**config.mk**
```make
export PLATFORM = sky130hd
export DESIGN_NAME = button_press_classifier_flat
export DESIGN_NICKNAME = d
export VERILOG_FILES = /design/src/rtl/core/bpc_pkg.sv /design/src/rtl/core/bpc_in_if.sv /design/src/rtl/core/bpc_out_if.sv /design/src/rtl/core/bpc_cfg_if.sv /design/src/rtl/core/bpc_state_ram.sv /design/src/rtl/core/bpc_seq.sv /design/src/rtl/core/bpc_out_fifo.sv /design/src/rtl/core/button_press_classifier.sv /design/src/flat_wrapper.sv
export SDC_FILE = /design/constraint.sdc
export NUM_CORES = 1
export LEC_CHECK = 0
export BUFFER_PORTS_ARGS = -buffer_cell sky130_fd_sc_hd__buf_2
export CORE_AREA = 2 2 156 310
export CTS_BUF_LIST = sky130_fd_sc_hd__clkbuf_8
export DETAILED_ROUTE_END_ITERATION = 6
export DIE_AREA = 0 0 158 312
export GPL_ROUTABILITY_DRIVEN = 1
export HOLD_SLACK_MARGIN = 0.03
export PLACE_DENSITY = 0.9
export SLEW_MARGIN = 20
export SYNTH_ARGS = -nofsm -noshare
export SYNTH_HDL_FRONTEND = slang
export SYNTH_HIERARCHICAL = 1
export SYNTH_SLANG_ARGS = --single-unit
```
**constraint.sdc**
```tcl
create_clock -name clk -period 25.6 [get_ports clk]
set_input_delay 5.12 -clock clk [delete_from_list [all_inputs] [get_ports clk]]
set_output_delay 5.12 -clock clk [all_outputs]
set_load 0.05 [all_outputs]
```
**src/rtl/core/bpc_pkg.sv**
```systemverilog
// bpc_pkg: shared constants, codes and types of the button press classifier
// no dependencies; used by every other file of the block
package bpc_pkg;

	localparam int NUM_BUTTONS = 4;
	localparam int BTN_W       = 2;
	localparam int ADDR_W      = (NUM_BUTTONS > 1) ? $clog2(NUM_BUTTONS) : 1;
	localparam int TIME_W      = 32;
	localparam int LONG_W      = 27;
	localparam int DEB_W       = 24;
	localparam int CFG_IDX_W   = 2;
	localparam int CFG_DATA_W  = 32;

	localparam int FIFO_DEPTH  = 8;
	localparam int FIFO_PTR_W  = $clog2(FIFO_DEPTH);
	localparam int FIFO_CNT_W  = $clog2(FIFO_DEPTH + 1);
	localparam int FIFO_SLACK  = 4;

	localparam logic [ADDR_W-1:0] LAST_BTN = ADDR_W'(NUM_BUTTONS - 1);

	localparam logic [LONG_W-1:0] LONG_RESET = LONG_W'(1000000);
	localparam logic [DEB_W-1:0]  DEB_RESET  = DEB_W'(50000);

	localparam logic [CFG_IDX_W-1:0] REG_LONG_PRESS = CFG_IDX_W'(0);
	localparam logic [CFG_IDX_W-1:0] REG_DEBOUNCE   = CFG_IDX_W'(1);

	localparam logic KIND_PIN   = 1'b0;
	localparam logic KIND_CHECK = 1'b1;
	localparam logic LEVEL_LOW  = 1'b0;

	typedef enum logic [1:0] {
		EV_PRESSED  = 2'd0,
		EV_RELEASED = 2'd1,
		EV_SHORT    = 2'd2,
		EV_LONG     = 2'd3
	} event_kind_t;

	typedef struct packed {
		logic              pressed;
		logic              long_rep;
		logic [TIME_W-1:0] press_start;
		logic [TIME_W-1:0] release_stamp;
	} st_entry_t;

	typedef struct packed {
		logic              rd_en;
		logic [ADDR_W-1:0] rd_addr;
		logic              wr_en;
		logic [ADDR_W-1:0] wr_addr;
		st_entry_t         wr_data;
	} ram_req_t;

	typedef struct packed {
		event_kind_t      event_kind;
		logic [BTN_W-1:0] event_button;
		logic             last_of_run;
	} evt_word_t;

	typedef struct packed {
		logic [1:0] cnt;
		evt_word_t  w0;
		evt_word_t  w1;
	} evt_push_t;

endpackage

```
**src/rtl/core/bpc_in_if.sv**
```systemverilog
// bpc_in_if: input item channel (pin change or long-press check)
// depends on bpc_pkg
interface bpc_in_if;
	logic                         valid;
	logic                         ready;
	logic                         kind;
	logic [bpc_pkg::BTN_W-1:0]    button;
	logic                         level;
	logic [bpc_pkg::TIME_W-1:0]   now_us;

	modport source (output valid, kind, button, level, now_us, input ready);
	modport sink   (input valid, kind, button, level, now_us, output ready);
endinterface

```
**src/rtl/core/bpc_out_if.sv**
```systemverilog
// bpc_out_if: event channel of the classifier
// depends on bpc_pkg
interface bpc_out_if;
	logic                      valid;
	logic                      ready;
	logic [1:0]                event_kind;
	logic [bpc_pkg::BTN_W-1:0] event_button;
	logic                      last_of_run;

	modport source (output valid, event_kind, event_button, last_of_run, input ready);
	modport sink   (input valid, event_kind, event_button, last_of_run, output ready);
endinterface

```
**src/rtl/core/bpc_cfg_if.sv**
```systemverilog
// bpc_cfg_if: register write channel
// depends on bpc_pkg
interface bpc_cfg_if;
	logic                           valid;
	logic                           ready;
	logic [bpc_pkg::CFG_IDX_W-1:0]  index;
	logic [bpc_pkg::CFG_DATA_W-1:0] data;

	modport source (output valid, index, data, input ready);
	modport sink   (input valid, index, data, output ready);
endinterface

```
**src/rtl/core/bpc_state_ram.sv**
```systemverilog
// bpc_state_ram: per-button state memory, one read and one write port, registered read
// depends on bpc_pkg; entries never written read as zero
module bpc_state_ram (
	input  logic                clk,
	input  logic                arst_n,
	input  bpc_pkg::ram_req_t   req,
	output bpc_pkg::st_entry_t  rd_data
);

	bpc_pkg::st_entry_t                 mem [bpc_pkg::NUM_BUTTONS];
	logic [bpc_pkg::NUM_BUTTONS-1:0]    vld_q;
	bpc_pkg::st_entry_t                 rd_q;
	logic                               rvld_q;

	always_ff @(posedge clk) begin
		if (req.wr_en) begin
			mem[req.wr_addr] <= req.wr_data;
		end
		if (req.rd_en) begin
			rd_q <= mem[req.rd_addr];
		end
	end

	always_ff @(posedge clk or negedge arst_n) begin
		if (!arst_n) begin
			vld_q  <= '0;
			rvld_q <= 1'b0;
		end else begin
			if (req.wr_en) begin
				vld_q[req.wr_addr] <= 1'b1;
			end
			if (req.rd_en) begin
				rvld_q <= vld_q[req.rd_addr];
			end
		end
	end

	assign rd_data = rvld_q ? rd_q : '0;

endmodule

```
**src/rtl/core/bpc_seq.sv**
```systemverilog
// bpc_seq: config registers, item issue and check sweep, read-modify-write stage
// depends on bpc_pkg, bpc_in_if, bpc_cfg_if; drives bpc_state_ram and bpc_out_fifo
module bpc_seq (
	input  logic                               clk,
	input  logic                               arst_n,
	bpc_in_if.sink                             item,
	bpc_cfg_if.sink                            cfg,
	input  logic [bpc_pkg::FIFO_CNT_W-1:0]     fifo_cnt,
	output bpc_pkg::ram_req_t                  ram_req,
	input  bpc_pkg::st_entry_t                 ram_rd,
	output bpc_pkg::evt_push_t                 push
);

	logic [bpc_pkg::LONG_W-1:0]  long_q;
	logic [bpc_pkg::DEB_W-1:0]   deb_q;

	logic                        chk_busy_q;
	logic [bpc_pkg::ADDR_W-1:0]  chk_idx_q;
	logic [bpc_pkg::TIME_W-1:0]  chk_now_q;

	logic                        space_ok;
	logic                        item_acc;
	logic                        iss_v;
	logic                        iss_chk;
	logic                        iss_last;
	logic [bpc_pkg::ADDR_W-1:0]  iss_addr;
	logic [bpc_pkg::TIME_W-1:0]  iss_now;
	logic                        iss_level;

	logic                        v_s1;
	logic                        chk_s1;
	logic                        last_s1;
	logic [bpc_pkg::ADDR_W-1:0]  addr_s1;
	logic                        level_s1;
	logic [bpc_pkg::TIME_W-1:0]  now_s1;

	logic                        fwd_v_q;
	logic [bpc_pkg::ADDR_W-1:0]  fwd_addr_q;
	bpc_pkg::st_entry_t          fwd_data_q;

	logic                        hold_v_q;
	logic [bpc_pkg::ADDR_W-1:0]  hold_btn_q;
	logic                        hold_v_nxt;
	logic [bpc_pkg::ADDR_W-1:0]  hold_btn_nxt;

	bpc_pkg::st_entry_t          cur;
	bpc_pkg::st_entry_t          wr_data;
	logic                        wr_en;
	logic [bpc_pkg::TIME_W-1:0]  held_time;
	logic [bpc_pkg::TIME_W-1:0]  since_rel;
	logic                        is_long;
	logic                        debounced;
	logic                        fire;
	logic [bpc_pkg::BTN_W-1:0]   btn;
	logic [bpc_pkg::BTN_W-1:0]   hold_btn;

	// config
	assign cfg.ready = 1'b1;

	always_ff @(posedge clk or negedge arst_n) begin
		if (!arst_n) begin
			long_q <= bpc_pkg::LONG_RESET;
			deb_q  <= bpc_pkg::DEB_RESET;
		end else if (cfg.valid) begin
			case (cfg.index)
				bpc_pkg::REG_LONG_PRESS: long_q <= cfg.data[bpc_pkg::LONG_W-1:0];
				bpc_pkg::REG_DEBOUNCE:   deb_q  <= cfg.data[bpc_pkg::DEB_W-1:0];
				default: ;
			endcase
		end
	end

	// issue
	assign space_ok   = fifo_cnt <= bpc_pkg::FIFO_CNT_W'(bpc_pkg::FIFO_DEPTH - bpc_pkg::FIFO_SLACK);
	assign item.ready = !chk_busy_q && space_ok;
	assign item_acc   = item.valid && item.ready;

	always_comb begin
		iss_v     = 1'b0;
		iss_chk   = 1'b0;
		iss_addr  = chk_idx_q;
		iss_last  = (chk_idx_q == bpc_pkg::LAST_BTN);
		iss_now   = chk_now_q;
		iss_level = 1'b0;
		if (chk_busy_q) begin
			iss_v   = space_ok;
			iss_chk = 1'b1;
		end else if (item_acc) begin
			iss_now   = item.now_us;
			iss_level = item.level;
			if (item.kind == bpc_pkg::KIND_CHECK) begin
				iss_v    = 1'b1;
				iss_chk  = 1'b1;
				iss_addr = '0;
				iss_last = (bpc_pkg::LAST_BTN == '0);
			end else begin
				iss_v    = int'(item.button) < bpc_pkg::NUM_BUTTONS;
				iss_addr = bpc_pkg::ADDR_W'(item.button);
				iss_last = 1'b1;
			end
		end
	end

	always_ff @(posedge clk or negedge arst_n) begin
		if (!arst_n) begin
			chk_busy_q <= 1'b0;
			chk_idx_q  <= '0;
			chk_now_q  <= '0;
		end else if (iss_v && iss_chk) begin
			chk_busy_q <= !iss_last;
			chk_idx_q  <= iss_addr + bpc_pkg::ADDR_W'(1);
			chk_now_q  <= iss_now;
		end
	end

	assign ram_req.rd_en   = iss_v;
	assign ram_req.rd_addr = iss_addr;

	// stage 1: read data arrives, modify and write back
	always_ff @(posedge clk or negedge arst_n) begin
		if (!arst_n) begin
			v_s1 <= 1'b0;
		end else begin
			v_s1 <= iss_v;
		end
	end

	always_ff @(posedge clk) begin
		if (iss_v) begin
			chk_s1   <= iss_chk;
			last_s1  <= iss_last;
			addr_s1  <= iss_addr;
			level_s1 <= iss_level;
			now_s1   <= iss_now;
		end
	end

	// forward the write that landed on the same edge as the read
	assign cur       = (fwd_v_q && fwd_addr_q == addr_s1) ? fwd_data_q : ram_rd;
	assign held_time = now_s1 - cur.press_start;
	assign since_rel = now_s1 - cur.release_stamp;
	assign is_long   = held_time >= bpc_pkg::TIME_W'(long_q);
	assign debounced = since_rel > bpc_pkg::TIME_W'(deb_q);
	assign fire      = cur.pressed && !cur.long_rep && is_long;
	assign btn       = bpc_pkg::BTN_W'(addr_s1);
	assign hold_btn  = bpc_pkg::BTN_W'(hold_btn_q);

	always_comb begin
		wr_en        = 1'b0;
		wr_data      = cur;
		push         = '0;
		hold_v_nxt   = hold_v_q;
		hold_btn_nxt = hold_btn_q;
		if (v_s1) begin
			if (chk_s1) begin
				// a long event waits in the hold register until the sweep shows if it is last
				if (fire) begin
					wr_en            = 1'b1;
					wr_data.long_rep = 1'b1;
					if (last_s1) begin
						if (hold_v_q) begin
							push.cnt = 2'd2;
							push.w0  = '{bpc_pkg::EV_LONG, hold_btn, 1'b0};
							push.w1  = '{bpc_pkg::EV_LONG, btn, 1'b1};
						end else begin
							push.cnt = 2'd1;
							push.w0  = '{bpc_pkg::EV_LONG, btn, 1'b1};
						end
						hold_v_nxt = 1'b0;
					end else begin
						if (hold_v_q) begin
							push.cnt = 2'd1;
							push.w0  = '{bpc_pkg::EV_LONG, hold_btn, 1'b0};
						end
						hold_v_nxt   = 1'b1;
						hold_btn_nxt = addr_s1;
					end
				end else if (last_s1) begin
					if (hold_v_q) begin
						push.cnt = 2'd1;
						push.w0  = '{bpc_pkg::EV_LONG, hold_btn, 1'b1};
					end
					hold_v_nxt = 1'b0;
				end
			end else if (level_s1 == bpc_pkg::LEVEL_LOW) begin
				if (!cur.pressed && debounced) begin
					wr_en               = 1'b1;
					wr_data.pressed     = 1'b1;
					wr_data.long_rep    = 1'b0;
					wr_data.press_start = now_s1;
					push.cnt            = 2'd1;
					push.w0             = '{bpc_pkg::EV_PRESSED, btn, 1'b1};
				end
			end else if (cur.pressed) begin
				wr_en                 = 1'b1;
				wr_data.pressed       = 1'b0;
				wr_data.release_stamp = now_s1;
				if (!cur.long_rep && !is_long) begin
					push.cnt = 2'd2;
					push.w0  = '{bpc_pkg::EV_SHORT, btn, 1'b0};
					push.w1  = '{bpc_pkg::EV_RELEASED, btn, 1'b1};
				end else begin
					push.cnt = 2'd1;
					push.w0  = '{bpc_pkg::EV_RELEASED, btn, 1'b1};
				end
			end
		end
	end

	assign ram_req.wr_en   = wr_en;
	assign ram_req.wr_addr = addr_s1;
	assign ram_req.wr_data = wr_data;

	always_ff @(posedge clk or negedge arst_n) begin
		if (!arst_n) begin
			fwd_v_q  <= 1'b0;
			hold_v_q <= 1'b0;
		end else begin
			fwd_v_q  <= wr_en;
			hold_v_q <= hold_v_nxt;
		end
	end

	always_ff @(posedge clk) begin
		fwd_addr_q <= addr_s1;
		fwd_data_q <= wr_data;
		hold_btn_q <= hold_btn_nxt;
	end

endmodule

```
**src/rtl/core/bpc_out_fifo.sv**
```systemverilog
// bpc_out_fifo: event queue, up to two words in and one word out per cycle
// depends on bpc_pkg, bpc_out_if
module bpc_out_fifo (
	input  logic                            clk,
	input  logic                            arst_n,
	input  bpc_pkg::evt_push_t              push,
	bpc_out_if.source                       evt,
	output logic [bpc_pkg::FIFO_CNT_W-1:0]  cnt
);

	bpc_pkg::evt_word_t                 mem [bpc_pkg::FIFO_DEPTH];
	logic [bpc_pkg::FIFO_PTR_W-1:0]     wr_ptr_q;
	logic [bpc_pkg::FIFO_PTR_W-1:0]     rd_ptr_q;
	logic [bpc_pkg::FIFO_CNT_W-1:0]     cnt_q;
	logic                               pop;
	bpc_pkg::evt_word_t                 head;

	assign pop  = evt.valid && evt.ready;
	assign head = mem[rd_ptr_q];

	always_ff @(posedge clk) begin
		if (push.cnt != 2'd0) begin
			mem[wr_ptr_q] <= push.w0;
		end
		if (push.cnt == 2'd2) begin
			mem[wr_ptr_q + bpc_pkg::FIFO_PTR_W'(1)] <= push.w1;
		end
	end

	always_ff @(posedge clk or negedge arst_n) begin
		if (!arst_n) begin
			wr_ptr_q <= '0;
			rd_ptr_q <= '0;
			cnt_q    <= '0;
		end else begin
			wr_ptr_q <= wr_ptr_q + bpc_pkg::FIFO_PTR_W'(push.cnt);
			rd_ptr_q <= rd_ptr_q + bpc_pkg::FIFO_PTR_W'(pop);
			cnt_q    <= cnt_q + bpc_pkg::FIFO_CNT_W'(push.cnt) - bpc_pkg::FIFO_CNT_W'(pop);
		end
	end

	assign cnt              = cnt_q;
	assign evt.valid        = cnt_q != '0;
	assign evt.event_kind   = head.event_kind;
	assign evt.event_button = head.event_button;
	assign evt.last_of_run  = head.last_of_run;

endmodule

```
**src/rtl/core/button_press_classifier.sv**
```systemverilog
// button_press_classifier: top level, debounce and short/long press classification
// depends on bpc_pkg, bpc_in_if, bpc_out_if, bpc_cfg_if, bpc_state_ram, bpc_seq, bpc_out_fifo
//
//   channel  dir  payload                                   moves a word when
//   item     in   kind, button, level, now_us               valid && ready
//   evt      out  event_kind, event_button, last_of_run     valid && ready
//   cfg      in   index, data                               valid && ready
//
// a pin change is issued as soon as it is taken; a check sweeps the state memory, one button
// per cycle, and holds ready low until the sweep has issued the last button; a sweep step
// also waits for queue space
// events reach evt through stage 1 of bpc_seq and then an eight-word queue
// ready drops while the queue has fewer than four free words
// reset clears all button state at once through per-entry valid bits; no clearing pass
// cfg is always ready; registers reset to 1000000 and 50000
module button_press_classifier (
	input  logic       clk,
	input  logic       arst_n,
	bpc_in_if.sink     item,
	bpc_out_if.source  evt,
	bpc_cfg_if.sink    cfg
);

	bpc_pkg::ram_req_t                  ram_req;
	bpc_pkg::st_entry_t                 ram_rd;
	bpc_pkg::evt_push_t                 push;
	logic [bpc_pkg::FIFO_CNT_W-1:0]     fifo_cnt;

	bpc_state_ram u_ram (
		.clk     (clk),
		.arst_n  (arst_n),
		.req     (ram_req),
		.rd_data (ram_rd)
	);

	bpc_seq u_seq (
		.clk      (clk),
		.arst_n   (arst_n),
		.item     (item),
		.cfg      (cfg),
		.fifo_cnt (fifo_cnt),
		.ram_req  (ram_req),
		.ram_rd   (ram_rd),
		.push     (push)
	);

	bpc_out_fifo u_fifo (
		.clk    (clk),
		.arst_n (arst_n),
		.push   (push),
		.evt    (evt),
		.cnt    (fifo_cnt)
	);

endmodule
```
**src/flat_wrapper.sv**
```systemverilog
// flat-port wrapper written by rule: the top's interface ports become plain ports
module button_press_classifier_flat 
  (clk, arst_n, item_valid, item_kind, item_button, item_level, item_now_us, item_ready, evt_valid, evt_event_kind, evt_event_button, evt_last_of_run, evt_ready, cfg_valid, cfg_index, cfg_data, cfg_ready);
  bpc_in_if item_i ();
  bpc_out_if evt_i ();
  bpc_cfg_if cfg_i ();
  input  logic clk;
  input  logic arst_n;
  input wire logic [$bits(item_i.valid)-1:0] item_valid;
  input wire logic [$bits(item_i.kind)-1:0] item_kind;
  input wire logic [$bits(item_i.button)-1:0] item_button;
  input wire logic [$bits(item_i.level)-1:0] item_level;
  input wire logic [$bits(item_i.now_us)-1:0] item_now_us;
  output wire logic [$bits(item_i.ready)-1:0] item_ready;
  output wire logic [$bits(evt_i.valid)-1:0] evt_valid;
  output wire logic [$bits(evt_i.event_kind)-1:0] evt_event_kind;
  output wire logic [$bits(evt_i.event_button)-1:0] evt_event_button;
  output wire logic [$bits(evt_i.last_of_run)-1:0] evt_last_of_run;
  input wire logic [$bits(evt_i.ready)-1:0] evt_ready;
  input wire logic [$bits(cfg_i.valid)-1:0] cfg_valid;
  input wire logic [$bits(cfg_i.index)-1:0] cfg_index;
  input wire logic [$bits(cfg_i.data)-1:0] cfg_data;
  output wire logic [$bits(cfg_i.ready)-1:0] cfg_ready;
  assign item_i.valid = item_valid;
  assign item_i.kind = item_kind;
  assign item_i.button = item_button;
  assign item_i.level = item_level;
  assign item_i.now_us = item_now_us;
  assign item_ready = item_i.ready;
  assign evt_valid = evt_i.valid;
  assign evt_event_kind = evt_i.event_kind;
  assign evt_event_button = evt_i.event_button;
  assign evt_last_of_run = evt_i.last_of_run;
  assign evt_i.ready = evt_ready;
  assign cfg_i.valid = cfg_valid;
  assign cfg_i.index = cfg_index;
  assign cfg_i.data = cfg_data;
  assign cfg_ready = cfg_i.ready;
  button_press_classifier u_core (.clk(clk), .arst_n(arst_n), .item(item_i), .evt(evt_i), .cfg(cfg_i));
endmodule
```
==> impl_results.md, run 1 <==
* Status: complete, no violations
* Most used cell, CP: a21oi_1
* GP Congestion at 0.968
* HP Start: u_core/u_ram/vld_q[1]$_DFFE_PN0P_
* Worst setup SP type: register
* Slowest CP cell: nand3_4
* Setup crit end kind: register
* Clk_lat worst skew at 660 ps
* Final WL at 72300 um
* Area contributors post-synth: edfxtp_1, dfrtp_1, mux4_2, ha_1, dfxtp_1
* H-tree Lvls at 3
* Clock tree from TritonCTS: built
* All-Layer GR Usage at 30.0%
* Post-synth ARST share at 17.9%
* Critical path arrival at 10390 ps
* CTS Buf Count at 78
* R2R cell count at 29
* Num Clock Sinks at 581
* Number of global-route vias before repair at 19600
* Hold Crit Class: reg2reg
* Antenna Nets Post-Route at 0
* Hpwl dp at 50300 um
* Power, Total at 0.00435 W
* Slowest Stage Delay on Critical Path at 710 ps
* Top_reg_cell synth: edfxtp_1
* Power Density at 141 nW/um2
* Clock root cell: clkbuf_8
* Share of layout cells above drive strength 1 at 19.5%
* I/O pin cnt at 83
* Synth top cells by count: edfxtp_1, nand2_1, a21oi_1
* Post-CTS Hold Buffers at 0
* CTS max path bufs at 3
* Clk slew on worst S/H paths at 70 ps
* RR Endpoint: u_core/u_fifo/mem[5][4]$_DFFE_PP_
* Crit Path Class: reg2reg
* Mapped Avg Cell Area at 13.1 um2
* First-pass GRT wire length at 110000 um
* Grt total ovfl at 0
* P_leak at 12.3 nW
* Period utilization at 39.5%
* Post-CTS setup buffers at 0
* YS warnings at 6
* CP Buf/Inv Count at 2
* Measured slew at the worst slew-check pin at 1140 ps
* Largest net degree at the start of global routing at 68
* Post-synthesis sequential area ratio at 57.4%
* Initial antenna violation count at 7
* Count leader, synth: edfxtp_1
* Worst setup endpoint: u_core/u_fifo/mem[5][4]$_DFFE_PP_
* Initial drt markers at 1327
* Final hold violations at 0
* Post-synth net total at 2367
* Origin of the worst setup path: u_core/u_seq/addr_s1[1]$_DFFE_PP_
* Synth top area share at 43.4%
* Die Area at 49300 um2
* Seq cells post-synth at 581
* Relative slew slack at 24.2%
* Final number of max-transition violations at 0
* Mapped Cells at 2168
* Total number of vias at 18400
* Setup Skew at 23.5 ps
* Port Buf Inserts at 76
* Initial core utilization at 60.5%
* Reg-to-reg startpoint: u_core/u_seq/addr_s1[1]$_DFFE_PP_
* Via-to-Cell Ratio at 6.23
* Die Wd at 158 um
* Critical path peak fanout at 34
* Peak Freq at 0.0989 GHz
* RSZ-0062 raised after global routing: false
* DR DRC count at 0
* Initial DRT Pass Iterations at 5
* Min Clock Period, post-route at 10120 ps
* EDFF count, synth at 409
* Peak supply drop at 0.106 mV
* R2R Setup Slk at 15490 ps
* Rows at 112
* Post-layout util at 65.9%
* Core Box Area at 46800 um2
* Yosys cell types at 100
* Levels on crit path at 29
* PostCTS Resize Cnt at 0
* Final nets at 2456
* Post-synth top area cell: edfxtp_1
* Post-Synthesis Cell Area at 28300 um2
* Routed len/inst at 24.5 um
* Final setup viols at 0
* Worst Path Required at 25880 ps
* Die Span Y at 312 um
* Synth-to-layout area growth at 8.94%
* Max Cap Viol at 0
* Worst path top cell family by delay: compound AO/OA/AOI/OAI gates
* Total Neg Setup Slack at 0 ps
==> worst min-delay path by stage <==
stage                                              endpoint  slack, ps  depth (start not counted)
after CTS                 u_core/u_ram/vld_q[1]$_DFFE_PN0P_        470                          1
after global routing      u_core/u_ram/vld_q[0]$_DFFE_PN0P_        500                          1
final                     u_core/u_ram/vld_q[1]$_DFFE_PN0P_        470                          1
after floorplan           u_core/u_ram/vld_q[3]$_DFFE_PN0P_        430                          1
after global placement    u_core/u_ram/vld_q[3]$_DFFE_PN0P_        450                          1
after detailed placement  u_core/u_ram/vld_q[3]$_DFFE_PN0P_        450                          1
==> layout by cell type, fill, tap and decap left out, drive strengths merged, types with 12 or more instances in the layout <==
cell,count
xnor2,45
a21o,43
nor2,90
o31ai,12
mux4,76
a21oi,127
dfstp,13
nand2,209
mux2,106
dfxtp,68
inv,153
and2,78
o21ai,91
ha,121
dfrtp,91
clkbuf,83
nor3,18
xor2,21
mux2i,89
edfxtp,409
clkinv,27
buf,100
o21a,24
nand4,30
nand3,24
==> layer usage <==
| metal | wire length [um] | global-route usage (%) | vias to the layer above |
|---|---|---|---|
| met2 | 37900 | 52.6 | 745 |
| met4 | 7320 | 25.9 | 8 |
| met5 | 55 | 0 | - |
| met3 | 3750 | 4.44 | 317 |
| li1 | - | - | 8259 |
| met1 | 23300 | 30.5 | 9074 |
==> state kept, by name (all words and copies together), names as in the netlist, 2 cells and up <==
register,count
u_core/u_seq/long_q,27
u_core/u_seq/chk_idx_q,2
u_core/u_seq/now_s1,32
u_core/u_ram/rd_q,66
u_core/u_fifo/rd_ptr_q,3
u_core/u_seq/deb_q,24
u_core/u_seq/addr_s1,2
u_core/u_seq/fwd_addr_q,2
u_core/u_fifo/mem,40
u_core/u_seq/hold_btn,2
u_core/u_ram/mem,264
u_core/u_fifo/wr_ptr_q,3
u_core/u_seq/fwd_data_q,66
u_core/u_fifo/cnt,4
u_core/u_seq/chk_now_q,32
u_core/u_ram/vld_q,4
==> cells by family after synthesis <==
kind of cell	share of synthesized area, %
and+or+nand+nor	8.94
AOI/OAI and AO/OA	8.90
DFF	57.4
adders and majority gates	5.71
buffers and inverters	3.27
muxes	13.5
xor gates and xnor gates	2.29
other	0.0132
==> stage by stage <==
stage          worst slack (ps)  instances  area, um2  hold WS, ps
2_1_floorplan             14350       2168      28300          433
3_3_place_gp              15940       2804      29300          446
3_5_place_dp              15890       2804      29300          455
4_1_cts                   15720       2949      30800          473
5_1_grt                   15130       2951      30800          498
6_report                  15490       2953      30800          469
==> final cells by class <==
class / count / area (um2)
flip-flops and latches: 581 / 16300
fillers: 3351 / 16000
multi-input cells: 1372 / 11200
clock buffers: 83 / 1140
well taps: 627 / 785
repair buffers: 100 / 563
inverters: 124 / 468
clock inverters: 62 / 437
diodes: 4 / 10.0
==> power by group <==
| part | internal, W | switching [W] |
|---|---|---|
| Clock | 0.000357 | 0.000351 |
| Combinational | 0.000853 | 0.00130 |
| Sequential | 0.00133 | 0.000160 |
Note: power is estimated with default switching activity, not from simulation.
==> inputs of run 2 (changes only) <==
CORE_AREA = 2 2 158 315   (was 2 2 156 310)
DIE_AREA = 0 0 160 317   (was 0 0 158 312)
PLACE_DENSITY = 0.91   (was 0.9)
clock period = 9.3 ns   (was 25.6 ns; I/O delays follow)
==> run 2 against run 1 <==
Compared with the run above:
- hold slack improved by 1.0 ps
- sequential share of layout area shrank 0.40 points
- first-iteration DRC count grew 19%
- die area increased by 2.9%
- largest power group unchanged
- register-to-register slack got worse by 15000 ps
- sequential power rose to 2.8 times the previous value
- setup slack worse by 15000 ps
- critical path depth up 4
==> impl_results.md, run 2 (same netlist as run 1, synthesis figures left out) <==
* Final nets at 2469
* Post-layout util at 64.5%
* Max Cap Viol at 0
* Clk_lat worst skew at 690 ps
* Period utilization at 93.0%
* Final setup viols at 0
* Most frequent cells in the layout: edfxtp_1, nand2_1, inv_1
* Rows at 114
* RSZ-0062 raised after global routing: false
* Measured slew at the worst slew-check pin at 1010 ps
* Pre-CTS setup slack at 991 ps
* Final hold violations at 0
* Final setup margin at 648 ps
* Setup crit end kind: register
* All-Layer GR Usage at 29.3%
* Worst setup SP type: register
* Power Density at 392 nW/um2
* Slowest CP cell: nor4_2
* Share of layout cells above drive strength 1 at 20.2%
* Final WL at 73500 um
* Levels on crit path at 33
* Hold Crit Class: reg2reg
* Initial antenna violation count at 6
* Hpwl dp at 51400 um
* Clock tree from TritonCTS: built
* I/O pin cnt at 83
* Critical path peak fanout at 52
* Die Wd at 160 um
* Via-to-Cell Ratio at 6.23
* R2R cell count at 33
* Number of global-route vias before repair at 19800
* Initial core utilization at 58.7%
* P_leak at 12.4 nW
* Antenna Nets Post-Route at 0
* Routed len/inst at 24.7 um
* PostCTS Resize Cnt at 0
* Max reg flops at 264
* Worst path top cell family by delay: simple AND/OR/NAND/NOR gates
* Post-CTS setup buffers at 0
* CTS Buf Count at 80
* DR DRC count at 0
* Slowest Stage Delay on Critical Path at 800 ps
* Die Area at 50700 um2
* Worst Path Required at 9680 ps
* Grt total ovfl at 0
* Core Box Area at 48200 um2
* First-pass GRT wire length at 111000 um
* CP Buf/Inv Count at 4
* GP Congestion at 0.969
* H-tree Lvls at 3
* Min Clock Period, post-route at 8650 ps
* Biggest regs: u_core/u_ram/mem x264, u_core/u_ram/rd_q x66, u_core/u_seq/fwd_data_q x66
* Clock root cell: clkbuf_8
* Total number of vias at 18600
* Initial DRT Pass Iterations at 6
* Die Span Y at 317 um
* Largest reg by FF count: u_core/u_ram/mem
* Final number of max-transition violations at 0
* Num Clock Sinks at 581
* Relative slew slack at 32.7%
* Critical path arrival at 9040 ps
* Clk slew on worst S/H paths at 70 ps
* Setup Skew at 42.9 ps
* Hold Path Depth at 1
* Largest net degree at the start of global routing at 71
* Crit Path Class: reg2reg
* Port Buf Inserts at 76
* Initial drt markers at 1580
* Total Neg Setup Slack at 0 ps
* Status: complete, no violations
* Synth-to-layout area growth at 9.77%
* Post-CTS Hold Buffers at 0
* CTS max path bufs at 3
* Commonest non-fill, non-tap cell in the layout: edfxtp_1
* Peak supply drop at 0.592 mV
* Peak Freq at 0.116 GHz
## run 2: changes by cell type in the layout (fill, tap and decap cells not counted), moves of 2 or more
| cell | before | now |
|---|---|---|
| clkinv_1 | 14 | 16 |
| inv_12 | 0 | 2 |
| clkbuf_8 | 83 | 91 |
| inv_1 | 147 | 141 |
| buf_4 | 25 | 34 |
| inv_8 | 4 | 2 |
## run 2: final timing paths
path,from,slack [ps],end
max reg2reg,u_core/u_seq/addr_s1[1]$_DFFE_PP_,650,u_core/u_fifo/mem[1][4]$_DFFE_PP_
max in group asynchronous,arst_n,6860,u_core/u_seq/chk_now_q[9]$_DFFE_PN0P_
max,u_core/u_seq/addr_s1[1]$_DFFE_PP_,650,u_core/u_fifo/mem[1][4]$_DFFE_PP_
min in group asynchronous,arst_n,1230,u_core/u_seq/long_q[26]$_DFFE_PN0P_
min reg2reg,u_core/u_ram/vld_q[0]$_DFFE_PN0P_,470,u_core/u_ram/vld_q[0]$_DFFE_PN0P_
min,u_core/u_ram/vld_q[0]$_DFFE_PN0P_,470,u_core/u_ram/vld_q[0]$_DFFE_PN0P_
## run 2: cell type report
type | count | area [um2]
Fill cell | 3441 | 17100
Sequential cell | 581 | 16300
Multi-Input combinational cell | 1372 | 11200
Clock buffer | 91 | 1250
Tap cell | 638 | 798
Timing Repair Buffer | 111 | 662
Inverter | 124 | 468
Clock inverter | 59 | 439
Antenna cell | 4 | 10.0
## run 2: worst reg2reg max path: cells and delay by family, from the launching register on
family | cells | cell delay (ps)
and+or+nand+nor | 12 | 2840
buffers and inverters | 4 | 940
adders and majority gates | 2 | 750
xor gates and xnor gates | 2 | 600
AOI/OAI and AO/OA | 12 | 2540
muxes | 1 | 300
DFF | 1 | 420
## run 2: report_power, final
group | internal, W | leakage, nW | switching [W] | total, W
registers | 0.00366 | 5.62 | 0.000461 | 0.00412
logic | 0.00237 | 5.83 | 0.00363 | 0.00600
clock network | 0.00106 | 0.935 | 0.000995 | 0.00205
total | 0.00709 | 12.4 | 0.00508 | 0.0122
## run 2: routing by layer
layer | up-vias | global-route usage [%] | part of all wire (%) | routed length (um)
met5 | - | 0 | 0.027 | 20
met4 | 4 | 27.1 | 10 | 7540
met3 | 323 | 4.66 | 5.4 | 4000
met2 | 850 | 52.5 | 52 | 38000
met1 | 9136 | 28.7 | 33 | 23900
li1 | 8265 | - | - | -
## run 2: through the flow
step | instances | area, um2 | hold WS [ps] | power (W)
2_1_floorplan | 2168 | 28300 | 433 | 0.00832
3_3_place_gp | 2826 | 29400 | 447 | 0.00967
3_5_place_dp | 2826 | 29400 | 451 | 0.00999
4_1_cts | 2976 | 31100 | 470 | 0.0121
5_1_grt | 2977 | 31100 | 480 | 0.0128
6_report | 2980 | 31100 | 470 | 0.0122
